File: src/hdl/battery_trimmed_mean_filter_macros.svh
// Assertion macros used by the battery trimmed mean filter top level.
`ifndef BATTERY_TRIMMED_MEAN_FILTER_MACROS_SVH
`define BATTERY_TRIMMED_MEAN_FILTER_MACROS_SVH

// Same-cycle implication, sampled on clk, off during rst.
`define BTMF_ASSERT_IMP(lbl, ante, cons) \
  lbl: assert property (@(posedge clk) disable iff (rst) (ante) |-> (cons)) \
    else $error("btmf assertion failed");

// Next-cycle implication, sampled on clk, off during rst.
`define BTMF_ASSERT_NXT(lbl, ante, cons) \
  lbl: assert property (@(posedge clk) disable iff (rst) (ante) |=> (cons)) \
    else $error("btmf assertion failed");

`endif

File: src/hdl/btmf_pkg.sv
// Shared widths, reset values and register codes of the battery trimmed mean filter.
package btmf_pkg;

  localparam int SAMPLE_W = 12;
  localparam int SCALE_W  = 17;
  localparam int MV_W     = 13;
  localparam int FRAC_W   = 16;
  localparam int PROD_W   = SAMPLE_W + SCALE_W;

  localparam logic [SCALE_W-1:0] SCALE_RESET = 17'd84030;

  // APB register map
  localparam int CFG_DATA_W = 32;
  localparam int PADDR_W    = 3;
  localparam logic REG_SCALE = 1'b0;

endpackage

File: src/hdl/btmf_sample_if.sv
// Input channel carrying one raw converter sample per request.
interface btmf_sample_if;
  logic                          valid;
  logic                          ready;
  logic [btmf_pkg::SAMPLE_W-1:0] sample;

  modport source (output valid, output sample, input ready);
  modport sink (input valid, input sample, output ready);
endinterface

File: src/hdl/btmf_result_if.sv
// Output channel carrying one filtered millivolt value per request.
interface btmf_result_if;
  logic                      valid;
  logic                      ready;
  logic [btmf_pkg::MV_W-1:0] filtered_mv;

  modport source (output valid, output filtered_mv, input ready);
  modport sink (input valid, input filtered_mv, output ready);
endinterface

File: src/hdl/btmf_ring_mem.sv
// Window ring storage: one write port, one registered read port.
module btmf_ring_mem #(
  parameter int DEPTH = 15,
  parameter int WIDTH = 13
) (
  input  logic                     clk,
  input  logic                     we,
  input  logic [$clog2(DEPTH)-1:0] waddr,
  input  logic [WIDTH-1:0]         wdata,
  input  logic [$clog2(DEPTH)-1:0] raddr,
  output logic [WIDTH-1:0]         rdata
);

  logic [WIDTH-1:0] mem [DEPTH];

  // Write one entry
  always_ff @(posedge clk) begin
    if (we) begin
      mem[waddr] <= wdata;
    end
  end

  // Register the read data
  always_ff @(posedge clk) begin
    rdata <= mem[raddr];
  end

endmodule

File: src/hdl/btmf_acc.sv
// Shared scan unit: running sum, minimum and maximum over the window entries.
module btmf_acc #(
  parameter int WIDTH = 13,
  parameter int SUM_W = 17
) (
  input  logic             clk,
  input  logic             clear,
  input  logic             en,
  input  logic [WIDTH-1:0] data,
  output logic [SUM_W-1:0] sum,
  output logic [WIDTH-1:0] lo,
  output logic [WIDTH-1:0] hi
);

  // Clear before a scan, then fold in one entry a cycle while en is high
  always_ff @(posedge clk) begin
    if (clear) begin
      sum <= '0;
      lo  <= '1;
      hi  <= '0;
    end else if (en) begin
      sum <= sum + SUM_W'(data);
      if (data < lo) begin
        lo <= data;
      end
      if (data > hi) begin
        hi <= data;
      end
    end
  end

endmodule

File: src/hdl/btmf_div.sv
// Divider by a fixed divisor built on one reciprocal multiply.
module btmf_div #(
  parameter int DW      = 17,
  parameter int DIVISOR = 13
) (
  input  logic          clk,
  input  logic          rst,
  input  logic          start,
  input  logic [DW-1:0] dividend,
  output logic          done,
  output logic [DW-1:0] quotient
);

  // floor(n / DIVISOR) equals (n * RECIP) >> SHIFT for every n below 2**DW
  localparam int     SHIFT   = DW + $clog2(DIVISOR);
  localparam int     RECIP_W = DW + 1;
  localparam int     MUL_W   = DW + RECIP_W;
  localparam longint RECIP_L =
    ((longint'(1) << SHIFT) + longint'(DIVISOR) - longint'(1)) / longint'(DIVISOR);
  localparam logic [RECIP_W-1:0] RECIP = RECIP_W'(RECIP_L);

  logic [MUL_W-1:0] product;

  // Keep the integer part of the scaled product
  assign quotient = DW'(product >> SHIFT);

  // Pulse done the cycle after start
  always_ff @(posedge clk) begin
    if (rst) begin
      done <= 1'b0;
    end else begin
      done <= start;
    end
  end

  // Multiply by the reciprocal on start
  always_ff @(posedge clk) begin
    if (start) begin
      product <= MUL_W'(dividend) * MUL_W'(RECIP);
    end
  end

endmodule

File: src/hdl/battery_trimmed_mean_filter.sv
// Top level of the battery voltage trimmed mean filter.
// Each sample request is scaled to millivolts as (sample * scale_q16) >> 16, written
// into a WINDOW-entry ring (the first sample after reset fills every entry), and
// answered by one result: the window sum less one minimum and one maximum, divided
// by WINDOW - 2 and truncated. The block takes one sample at a time. A sample goes
// through an accept step, a ring write, a scan of every window entry through the
// single ring read port, a step to fold in the last entry, a step to start the
// divide, the reciprocal multiply that divides by WINDOW - 2 and a step to hand
// over the result. The first sample after reset fills every ring entry in place
// of the single write.
// A finished result waits in an output register, so the next sample is taken while it
// is still pending; the block holds only when a second result is ready before the
// first one is taken. scale_q16 sits at APB byte address 0 and resets to 84030.
`include "battery_trimmed_mean_filter_macros.svh"

module battery_trimmed_mean_filter #(
  parameter int WINDOW = 15
) (
  input  logic                              clk,
  input  logic                              rst,
  btmf_sample_if.sink                       samples,
  btmf_result_if.source                     results,
  input  logic                              psel,
  input  logic                              penable,
  input  logic                              pwrite,
  input  logic [btmf_pkg::PADDR_W-1:0]      paddr,
  input  logic [btmf_pkg::CFG_DATA_W-1:0]   pwdata,
  output logic [btmf_pkg::CFG_DATA_W-1:0]   prdata,
  output logic                              pready
);

  localparam int IDX_W = $clog2(WINDOW);
  localparam int SUM_W = btmf_pkg::MV_W + $clog2(WINDOW);
  localparam logic [IDX_W-1:0] IDX_LAST = IDX_W'(WINDOW - 1);

  typedef enum logic [2:0] {
    S_IDLE,
    S_FILL,
    S_WRITE,
    S_SCAN,
    S_DRAIN,
    S_START,
    S_DIV,
    S_DONE
  } state_t;

  state_t state;

  logic [btmf_pkg::SCALE_W-1:0] scale_q16;
  logic [btmf_pkg::PROD_W-1:0]  prod;
  logic [btmf_pkg::MV_W-1:0]    mv;
  logic [btmf_pkg::MV_W-1:0]    res;
  logic [btmf_pkg::MV_W-1:0]    out_mv;
  logic                         out_valid;
  logic                         out_load;
  logic                         primed;
  logic [IDX_W-1:0]             write_pos;
  logic [IDX_W-1:0]             idx;
  logic                         pend;
  logic                         accept;
  logic                         cfg_write;

  logic                         ring_we;
  logic [IDX_W-1:0]             ring_waddr;
  logic [btmf_pkg::MV_W-1:0]    ring_rdata;

  logic [SUM_W-1:0]             acc_sum;
  logic [btmf_pkg::MV_W-1:0]    acc_lo;
  logic [btmf_pkg::MV_W-1:0]    acc_hi;

  logic                         div_start;
  logic                         div_done;
  logic [SUM_W-1:0]             div_quo;
  logic [SUM_W-1:0]             trimmed;

  // APB register: scale_q16
  assign pready    = 1'b1;
  assign cfg_write = psel && penable && pwrite;

  always_ff @(posedge clk) begin
    if (rst) begin
      scale_q16 <= btmf_pkg::SCALE_RESET;
    end else if (cfg_write && (paddr[2] == btmf_pkg::REG_SCALE)) begin
      scale_q16 <= pwdata[btmf_pkg::SCALE_W-1:0];
    end
  end

  always_comb begin
    prdata = '0;
    if (paddr[2] == btmf_pkg::REG_SCALE) begin
      prdata = btmf_pkg::CFG_DATA_W'(scale_q16);
    end
  end

  // Handshakes
  assign accept          = samples.valid && samples.ready;
  assign samples.ready   = (state == S_IDLE);
  assign results.valid   = out_valid;
  assign results.filtered_mv = out_mv;

  // Output register takes a new result once the previous one is gone
  assign out_load = (state == S_DONE) && (!out_valid || results.ready);

  // Scale the incoming sample to millivolts
  assign prod = btmf_pkg::PROD_W'(samples.sample) * btmf_pkg::PROD_W'(scale_q16);

  // Ring write port
  assign ring_we    = (state == S_FILL) || (state == S_WRITE);
  assign ring_waddr = (state == S_FILL) ? idx : write_pos;

  // Drop the extremes before dividing
  assign trimmed   = acc_sum - SUM_W'(acc_lo) - SUM_W'(acc_hi);
  assign div_start = (state == S_START);

  // Sequencer and registered outputs
  always_ff @(posedge clk) begin
    if (rst) begin
      state     <= S_IDLE;
      primed    <= 1'b0;
      write_pos <= '0;
      idx       <= '0;
      pend      <= 1'b0;
      out_valid <= 1'b0;
    end else begin
      // Fold in the ring entry read during the scan
      pend <= (state == S_SCAN);
      // Load the output register or drop a taken result
      if (out_load) begin
        out_valid <= 1'b1;
        out_mv    <= res;
      end else if (out_valid && results.ready) begin
        out_valid <= 1'b0;
      end
      unique case (state)
        S_IDLE: begin
          if (accept) begin
            mv    <= prod[btmf_pkg::PROD_W-1:btmf_pkg::FRAC_W];
            idx   <= '0;
            state <= primed ? S_WRITE : S_FILL;
          end
        end
        S_FILL: begin
          if (idx == IDX_LAST) begin
            idx       <= '0;
            primed    <= 1'b1;
            write_pos <= '0;
            state     <= S_SCAN;
          end else begin
            idx <= idx + IDX_W'(1);
          end
        end
        S_WRITE: begin
          write_pos <= (write_pos == IDX_LAST) ? '0 : write_pos + IDX_W'(1);
          state     <= S_SCAN;
        end
        S_SCAN: begin
          if (idx == IDX_LAST) begin
            idx   <= '0;
            state <= S_DRAIN;
          end else begin
            idx <= idx + IDX_W'(1);
          end
        end
        S_DRAIN: begin
          state <= S_START;
        end
        S_START: begin
          state <= S_DIV;
        end
        S_DIV: begin
          if (div_done) begin
            res   <= div_quo[btmf_pkg::MV_W-1:0];
            state <= S_DONE;
          end
        end
        S_DONE: begin
          if (out_load) begin
            state <= S_IDLE;
          end
        end
        default: begin
          state <= S_IDLE;
        end
      endcase
    end
  end

  btmf_ring_mem #(
    .DEPTH (WINDOW),
    .WIDTH (btmf_pkg::MV_W)
  ) u_ring (
    .clk   (clk),
    .we    (ring_we),
    .waddr (ring_waddr),
    .wdata (mv),
    .raddr (idx),
    .rdata (ring_rdata)
  );

  btmf_acc #(
    .WIDTH (btmf_pkg::MV_W),
    .SUM_W (SUM_W)
  ) u_acc (
    .clk   (clk),
    .clear (accept),
    .en    (pend),
    .data  (ring_rdata),
    .sum   (acc_sum),
    .lo    (acc_lo),
    .hi    (acc_hi)
  );

  btmf_div #(
    .DW      (SUM_W),
    .DIVISOR (WINDOW - 2)
  ) u_div (
    .clk      (clk),
    .rst      (rst),
    .start    (div_start),
    .dividend (trimmed),
    .done     (div_done),
    .quotient (div_quo)
  );

  // Ring pointer never leaves the window
  `BTMF_ASSERT_IMP(a_wpos_range, 1'b1, write_pos <= IDX_LAST)
  // The first sample after reset fills the whole window
  `BTMF_ASSERT_NXT(a_first_fills, accept && !primed, state == S_FILL)
  // A divide finishes the cycle after it starts
  `BTMF_ASSERT_NXT(a_div_done, div_start, div_done)
  // A trimmed mean always fits the millivolt field
  `BTMF_ASSERT_IMP(a_quo_fits, div_done, div_quo[SUM_W-1:btmf_pkg::MV_W] == '0)
  // A finished result waits while the output register is still held
  `BTMF_ASSERT_NXT(a_done_waits, (state == S_DONE) && out_valid && !results.ready,
                   state == S_DONE)

endmodule
File: src/flat_wrapper.sv
// flat-port wrapper written by rule: the top's interface ports become plain ports
module battery_trimmed_mean_filter_flat 
#(
  parameter int WINDOW = 15
)
  (clk, rst, psel, penable, pwrite, paddr, pwdata, prdata, pready, samples_valid, samples_sample, samples_ready, results_valid, results_filtered_mv, results_ready);
  btmf_sample_if samples_i ();
  btmf_result_if results_i ();
  input  logic clk;
  input  logic rst;
  input  logic psel;
  input  logic penable;
  input  logic pwrite;
  input  logic [btmf_pkg::PADDR_W-1:0] paddr;
  input  logic [btmf_pkg::CFG_DATA_W-1:0] pwdata;
  output logic [btmf_pkg::CFG_DATA_W-1:0] prdata;
  output logic pready;
  input wire logic [$bits(samples_i.valid)-1:0] samples_valid;
  input wire logic [$bits(samples_i.sample)-1:0] samples_sample;
  output wire logic [$bits(samples_i.ready)-1:0] samples_ready;
  output wire logic [$bits(results_i.valid)-1:0] results_valid;
  output wire logic [$bits(results_i.filtered_mv)-1:0] results_filtered_mv;
  input wire logic [$bits(results_i.ready)-1:0] results_ready;
  assign samples_i.valid = samples_valid;
  assign samples_i.sample = samples_sample;
  assign samples_ready = samples_i.ready;
  assign results_valid = results_i.valid;
  assign results_filtered_mv = results_i.filtered_mv;
  assign results_i.ready = results_ready;
  battery_trimmed_mean_filter #(.WINDOW(WINDOW)) u_core (.clk(clk), .rst(rst), .samples(samples_i), .results(results_i), .psel(psel), .penable(penable), .pwrite(pwrite), .paddr(paddr), .pwdata(pwdata), .prdata(prdata), .pready(pready));
endmodule
File: config.mk
export PLATFORM = sky130hd
export DESIGN_NAME = battery_trimmed_mean_filter_flat
export DESIGN_NICKNAME = d
export VERILOG_FILES = /design/src/hdl/btmf_pkg.sv /design/src/hdl/btmf_sample_if.sv /design/src/hdl/btmf_result_if.sv /design/src/hdl/btmf_ring_mem.sv /design/src/hdl/btmf_acc.sv /design/src/hdl/btmf_div.sv /design/src/hdl/battery_trimmed_mean_filter.sv /design/src/flat_wrapper.sv
export VERILOG_INCLUDE_DIRS = /design/src /design/src/hdl
export SDC_FILE = /design/constraint.sdc
export NUM_CORES = 1
export LEC_CHECK = 0
export BUFFER_PORTS_ARGS = -buffer_cell sky130_fd_sc_hd__buf_2
export CAP_MARGIN = 20
export CELL_PAD_IN_SITES_DETAIL_PLACEMENT = 0
export CELL_PAD_IN_SITES_GLOBAL_PLACEMENT = 1
export CORE_AREA = 2 2 173 344
export CTS_BUF_LIST = sky130_fd_sc_hd__clkbuf_4
export CTS_CLUSTER_SIZE = 8
export DETAILED_ROUTE_END_ITERATION = 6
export DIE_AREA = 0 0 175 346
export PLACE_DENSITY_LB_ADDON = 0.1
export SKIP_CTS_REPAIR_TIMING = 1
export SYNTH_ARGS = -nofsm -noshare
export SYNTH_HDL_FRONTEND = slang
export SYNTH_HIERARCHICAL = 1
export SYNTH_SLANG_ARGS = --single-unit
File: constraint.sdc
create_clock -name clk -period 14.2 [get_ports clk]
set_input_delay 2.13 -clock clk [delete_from_list [all_inputs] [get_ports clk]]
set_output_delay 2.13 -clock clk [all_outputs]
set_load 0.05 [all_outputs]
==> reports/summary.txt, run 1 <==
CP Capture Type -> flop
Ports -> 102
Core Box Area -> 0.0580 mm^2
Max Cap Viol -> 0
first-pass GRT wire length -> 98500 um
Pre-antenna DRT Iters -> 5
Slew @ Worst Pin -> 1.09 ns
vias in the first global route -> 18500
most common cell after layout, fill and taps aside -> inv_1
Max H-tree Level -> 3
WL/cell -> 19.3 um
post-DP HPWL -> 50200 um
Final Wtd Congestion -> 0.828
Final Net Count -> 2939
Final Hold Viols -> 0
routed vias/inst -> 5.21
Design Area, Final -> 0.0277 mm^2
Max clock buf depth -> 3
most frequent cells in the layout -> inv_1, ha_1, edfxtp_1, fa_1, nand2_1
port bufs -> 68
Area Overhead vs Synth -> 8.30%
TritonCTS clock tree -> yes
fraction of layout cells with a size suffix above 1 -> 12.3%
Final Setup Violations -> 0
drt drc -> 0
Clock Latency Late Sink -> 0.74 ns
synthesized cell area -> 0.0256 mm^2
final setup margin -> 6.00 ns
WL final -> 62200 um
fill cell count -> 5413
Final Skew -> 0.0623 ns
syn_area_per_cell -> 11.1 um^2
Setup CP Type -> flop to flop
Starting Density -> 44.1%
run status -> complete, no violations
critical-path maximum fanout -> 10
Hold Path Class -> flop to flop
number of clock sinks -> 335
footprint of the multi-input gates -> 0.0147 mm^2
initial antenna violation count -> 2
Synth Instances -> 2310
crit path launch type -> flop
initial DRC count -> 592
Setup WS pre-CTS -> 5.97 ns
placement-stage cell area -> 0.0267 mm^2
row count -> 125
Worst path slowest cell -> xnor2_1
CP top delay family -> adder cells
CP arrival -> 8.64 ns
GRT Residual Overflow -> 0
area occupied by registers -> 0.00918 mm^2
clock slew at reported path FFs -> 0.07 ns
total CTS buffers -> 77
CTS root buf -> clkbuf_4
Final Critical Period -> 8.20 ns
period utilization -> 57.8%
die width -> 175 um
GR Util All Layers -> 21.3%
Chip Height -> 346 um
die area -> 0.0606 mm^2
DRT antenna net count -> 0
worst hold margin -> 0.416 ns
setup_tns -> 0 ns
largest net degree at the start of global routing -> 74
fmax -> 122 MHz
crit path buf inv count -> 5
Ys Warns -> 6
Slew HR -> 27.1%
Vias -> 16800
RSZ-0062 raised after global routing -> no
final max-slew violation count -> 0
Critical Path Max Stage Delay -> 0.72 ns
Required @ worst endpoint -> 14.63 ns
## metal layers
layer	track usage [%]	routed length (um)	vias up
met5	0	0	-
met4	9.61	2580	0
met3	2.36	1500	121
met2	46.3	39100	302
met1	18.2	19000	8389
li1	-	-	7948
## worst reg2reg max path, delay by kind of cell, from the launching register on
| kind | cells | cell delay [ns] |
|---|---|---|
| XOR/XNOR | 1 | 0.72 |
| AO/OA/AOI/OAI | 10 | 2.38 |
| adder cells (fa/ha/maj) | 9 | 3.84 |
| AND/OR/NAND/NOR | 3 | 0.29 |
| buffers and inverters | 5 | 0.31 |
| flip-flops | 1 | 0.36 |
## metrics by stage
stage,std cells,utilization [%]
2_1_floorplan,2324,-
3_3_place_gp,3075,46.0
3_5_place_dp,3076,46.0
4_1_cts,3215,47.8
5_1_grt,3219,47.8
6_report,3219,47.8
## flip-flops by register name (all words and copies together), names as in the netlist, 13 cells and up
| signal | flops |
|---|---|
| u_core/u_ring/rdata | 13 |
| u_core/results.filtered_mv | 13 |
| u_core/res | 13 |
| u_core/u_acc/sum | 17 |
| u_core/scale_q16 | 17 |
| u_core/u_ring/mem | 195 |
| u_core/u_acc/hi | 13 |
| u_core/u_div/product | 13 |
| u_core/u_acc/lo | 13 |
| u_core/mv | 13 |
## layout make-up
cell class                 count  area share [%]
multi-input combinational   1522            52.9
antenna                        1         0.00902
tap                          762            3.44
sequential                   335            33.1
inverter                     367            4.97
clock inverter                30           0.722
timing repair buffer          93            1.92
clock buffer                 109            2.95
## final timing paths
path / cells past startpoint / slack [ns] / start / endpoint
worst max-delay path: 28 / 6.00 / u_core/u_acc/hi[2]$_SDFFE_PP0P_ / u_core/u_div/product[31]$_DFFE_PP_
worst min-delay path: 0 / 0.42 / u_core/res[5]$_DFFE_PP_ / u_core/results.filtered_mv[5]$_DFFE_PP_
worst max register to register: 28 / 6.00 / u_core/u_acc/hi[2]$_SDFFE_PP0P_ / u_core/u_div/product[31]$_DFFE_PP_
worst min register to register: 0 / 0.42 / u_core/res[5]$_DFFE_PP_ / u_core/results.filtered_mv[5]$_DFFE_PP_
Power of run 1 is left out: the tool's default activity adds up to more than one toggle a clock period on the data nets, which glitch-free logic cannot reach.
==> run 2: changes to the inputs <==
Settings changed: ABC_AREA set to 1, CORE_AREA 2 2 173 344 to 2 2 180 359, DIE_AREA 0 0 175 346 to 0 0 182 361.
Clock period 14.2 ns to 7.6 ns, I/O delays scaled along.
==> reports/summary.txt, run 2 <==
Critical Path Max Stage Delay -> 0.55 ns
die width -> 182 um
clock slew at reported path FFs -> 0.10 ns
CP arrival -> 7.65 ns
Final Net Count -> 3978
most frequent cells in the layout -> nand2_1, inv_1, ha_1, edfxtp_1, fa_1
first-pass GRT wire length -> 117000 um
Starting Density -> 44.5%
Area Overhead vs Synth -> 7.44%
DRT antenna net count -> 0
placement-stage cell area -> 0.0290 mm^2
Final Wtd Congestion -> 0.901
drt drc -> 0
Ys Warns -> 6
Worst path slowest cell -> fa_1
Chip Height -> 361 um
crit path launch type -> flop
initial antenna violation count -> 3
run status -> complete, no violations
Non-Filler Instances -> 4296
CTS root buf -> clkbuf_4
row count -> 130
post-DP HPWL -> 55000 um
Slew @ Worst Pin -> 0.970 ns
Final Skew -> 0.129 ns
max reg flops -> 195
die area -> 0.0657 mm^2
Required @ worst endpoint -> 8.16 ns
Pre-antenna DRT Iters -> 6
critical-path maximum fanout -> 8
RSZ-0062 raised after global routing -> no
port bufs -> 68
period utilization -> 93.3%
Core Box Area -> 0.0628 mm^2
CP Capture Type -> flop
largest net degree at the start of global routing -> 77
routed vias/inst -> 4.98
crit path buf inv count -> 4
Max H-tree Level -> 3
Ports -> 102
Final Critical Period -> 7.09 ns
initial DRC count -> 1031
vias in the first global route -> 22700
Vias -> 21400
Biggest register -> u_core/u_ring/mem
WP depth -> 27
crit-path most repeated cell -> nand2_1
total CTS buffers -> 82
TritonCTS clock tree -> yes
GR Util All Layers -> 22.9%
setup_tns -> 0 ns
Clock Latency Late Sink -> 0.92 ns
hold path depth -> 0
most common cell after layout, fill and taps aside -> nand2_1
Hold Path Class -> flop to flop
fmax -> 141 MHz
syn_area_per_cell -> 8.34 um^2
WL/cell -> 17.0 um
Synth Instances -> 3351
Max Cap Viol -> 0
Final Setup Violations -> 0
WL final -> 72900 um
Top Registers -> u_core/u_ring/mem (195), u_core/scale_q16 (17), u_core/u_acc/sum (17)
Slew HR -> 35.1%
Setup CP Type -> flop to flop
Design Area, Final -> 0.0300 mm^2
Placed Cells -> 4143
final max-slew violation count -> 0
Reg2Reg Depth -> 27
GRT Residual Overflow -> 0
synthesized cell area -> 0.0279 mm^2
Max clock buf depth -> 3
worst hold margin -> 0.384 ns
fraction of layout cells with a size suffix above 1 -> 8.22%
number of clock sinks -> 335
CP top delay family -> adder cells
Final Hold Viols -> 0
[run 2: worst register-to-register path: cells and delay by family (launching register included)]
| family | cells | cell delay, ns |
|---|---|---|
| buffers and inverters | 4 | 0.27 |
| adders and majority gates | 9 | 4.04 |
| AOI/OAI and AO/OA | 3 | 0.89 |
| DFF | 1 | 0.36 |
| and+or+nand+nor | 11 | 1.26 |
[run 2: final timing paths]
check,startpoint,to,slack [ns]
worst max-delay path,u_core/u_acc/lo[6]$_SDFFE_PP1P_,u_core/u_div/product[33]$_DFFE_PP_,0.51
worst max register to register,u_core/u_acc/lo[6]$_SDFFE_PP1P_,u_core/u_div/product[33]$_DFFE_PP_,0.51
worst min register to register,u_core/res[1]$_DFFE_PP_,u_core/results.filtered_mv[1]$_DFFE_PP_,0.38
worst min-delay path,u_core/res[1]$_DFFE_PP_,u_core/results.filtered_mv[1]$_DFFE_PP_,0.38
[run 2: per-layer routing]
metal | track usage [%] | routed length, um | up-vias
li1 | - | - | 10500
met4 | 10.1 | 2990 | 2
met1 | 23.9 | 26700 | 10200
met5 | 0 | 17 | -
met3 | 3.21 | 2740 | 157
met2 | 44.8 | 40500 | 463
[run 2: per-stage QoR]
step	util, %	setup WS (ns)
global route	47.8	0.106
floorplan	-	1.19
global placement	46.1	0.546
CTS	47.8	0.446
finish	47.8	0.508
detailed placement	46.1	0.558
[run 2: area by class of cell]
| class | instances | area [um^2] |
|---|---|---|
| fill | 6250 | 32800 |
| multi-input combinational | 2184 | 15400 |
| sequential | 335 | 9180 |
| inverter | 728 | 2740 |
| tap | 792 | 991 |
| clock buffer | 108 | 811 |
| timing repair buffer | 104 | 618 |
| clock inverter | 44 | 249 |
| antenna | 1 | 2.50 |
Power of run 2 is left out for the same reason.
==> run 3: changes to the inputs <==
==> constraint.sdc (replaced) <==
create_clock -name clk -period 7.6 [get_ports clk]
set_input_delay 1.52 -clock clk [delete_from_list [all_inputs] [get_ports clk]]
set_output_delay 1.52 -clock clk [all_outputs]
set_load 0.05 [all_outputs]
==> reports/summary.txt, run 3 (synthesis gave the netlist of run 2 again) <==
row count -> 130
Max H-tree Level -> 3
run status -> complete, no violations
port bufs -> 68
number of clock sinks -> 335
largest net degree at the start of global routing -> 86
Core Box Area -> 0.0628 mm^2
total CTS buffers -> 81
Pre-antenna DRT Iters -> 5
GRT Residual Overflow -> 0
most frequent cells in the layout -> nand2_1, inv_1, ha_1, edfxtp_1, fa_1
fmax -> 141 MHz
initial antenna violation count -> 2
Ports -> 102
Hold Path Class -> flop to flop
DRT antenna net count -> 0
Clock Latency Late Sink -> 0.93 ns
TritonCTS clock tree -> yes
drt drc -> 0
crit path launch type -> flop
Final Hold Viols -> 0
R2R Setup Slk -> 0.50 ns
fraction of layout cells with a size suffix above 1 -> 8.56%
WL final -> 72700 um
Biggest register -> u_core/u_ring/mem
most common cell after layout, fill and taps aside -> nand2_1
Max clock buf depth -> 3
Final Critical Period -> 7.10 ns
RSZ-0062 raised after global routing -> no
die area -> 0.0657 mm^2
final max-slew violation count -> 0
critical-path maximum fanout -> 5
WL/cell -> 17.0 um
Final Setup Violations -> 0
Final Net Count -> 3977
Final Wtd Congestion -> 0.892
Final Skew -> 0.0915 ns
vias in the first global route -> 22600
Crit Reg-Reg Endpoint -> u_core/u_div/product[33]$_DFFE_PP_
Reg2Reg Depth -> 27
first-pass GRT wire length -> 116000 um
CTS root buf -> clkbuf_4
max reg flops -> 195
period utilization -> 93.4%
GR Util All Layers -> 22.7%
routed vias/inst -> 4.97
post-DP HPWL -> 54900 um
die width -> 182 um
Required @ worst endpoint -> 8.20 ns
Reg2Reg Launch Point -> u_core/u_acc/hi[7]$_SDFFE_PP0P_
setup_tns -> 0 ns
CP arrival -> 7.70 ns
Slew @ Worst Pin -> 1.01 ns
Top Registers -> u_core/u_ring/mem (195), u_core/scale_q16 (17), u_core/u_acc/sum (17)
Setup CP Type -> flop to flop
Area Overhead vs Synth -> 7.61%
hold path depth -> 0
Slew HR -> 32.2%
Hold Startpoint -> u_core/u_div/product[27]$_DFFE_PP_
Vias -> 21300
hold endpoint -> u_core/res[6]$_DFFE_PP_
clock slew at reported path FFs -> 0.08 ns
initial DRC count -> 976
Chip Height -> 361 um
Max Cap Viol -> 0
Starting Density -> 44.5%
CP Capture Type -> flop
run 3: routing by layer:
layer  up-vias  GRT usage (%)  part of all wire [%]
met4         0           11.0                   4.3
met5         -              0                     0
met3       150           2.74                   3.1
li1      10500              -                     -
met2       433           44.3                    55
met1     10200           23.7                    37
run 3: stage by stage:
stage	hold WS, ns	instances	util [%]	worst slack [ns]	area, um^2
final	0.396	4289	47.9	0.501	30100
after global routing	0.405	4289	47.9	0.114	30100
after CTS	0.406	4286	47.9	0.482	30100
after detailed placement	0.405	4143	46.1	0.557	29000
after global placement	0.402	4142	46.1	0.550	28900
after floorplan	0.400	3365	-	1.19	28000
run 3: area by class of cell:
class / count / area, um^2
antenna: 3 / 7.51
timing repair buffer: 104 / 618
inverter: 728 / 2740
sequential: 335 / 9180
clock inverter: 25 / 211
fill: 6166 / 32700
multi-input combinational: 2184 / 15400
clock buffer: 118 / 886
tap: 792 / 991
run 3: worst max-delay path, stage by stage (launching register included):
cell	delay, ns
dfxtp_1	0.36
inv_1	0.08
fa_1	0.48
ha_1	0.40
a21oi_1	0.23
o21ai_0	0.17
a31o_2	0.28
xor2_1	0.54
buf_4	0.28
fa_1	0.17
inv_1	0.05
fa_1	0.49
inv_1	0.06
fa_1	0.54
inv_1	0.05
fa_1	0.48
inv_1	0.05
fa_1	0.44
ha_1	0.30
ha_1	0.39
a21oi_1	0.29
inv_1	0.09
nand3_1	0.08
nand3_1	0.12
a21oi_1	0.22
nand2_1	0.08
nand2_1	0.06
nand2_1	0.05
run 3: how the worst max path moves through the flow:
stage                               startpoint                                  to  slack (ns)  cells after the start
2_1_floorplan  u_core/u_acc/lo[5]$_SDFFE_PP1P_  u_core/u_div/product[31]$_DFFE_PP_        1.19                     26
3_3_place_gp   u_core/u_acc/lo[6]$_SDFFE_PP1P_  u_core/u_div/product[33]$_DFFE_PP_        0.55                     27
3_5_place_dp   u_core/u_acc/lo[7]$_SDFFE_PP1P_  u_core/u_div/product[33]$_DFFE_PP_        0.56                     27
4_1_cts        u_core/u_acc/hi[7]$_SDFFE_PP0P_  u_core/u_div/product[33]$_DFFE_PP_        0.48                     27
5_1_grt        u_core/u_acc/lo[6]$_SDFFE_PP1P_  u_core/u_div/product[33]$_DFFE_PP_        0.11                     30
6_report       u_core/u_acc/hi[7]$_SDFFE_PP0P_  u_core/u_div/product[33]$_DFFE_PP_        0.50                     27
Power of run 3 is left out for the same reason.
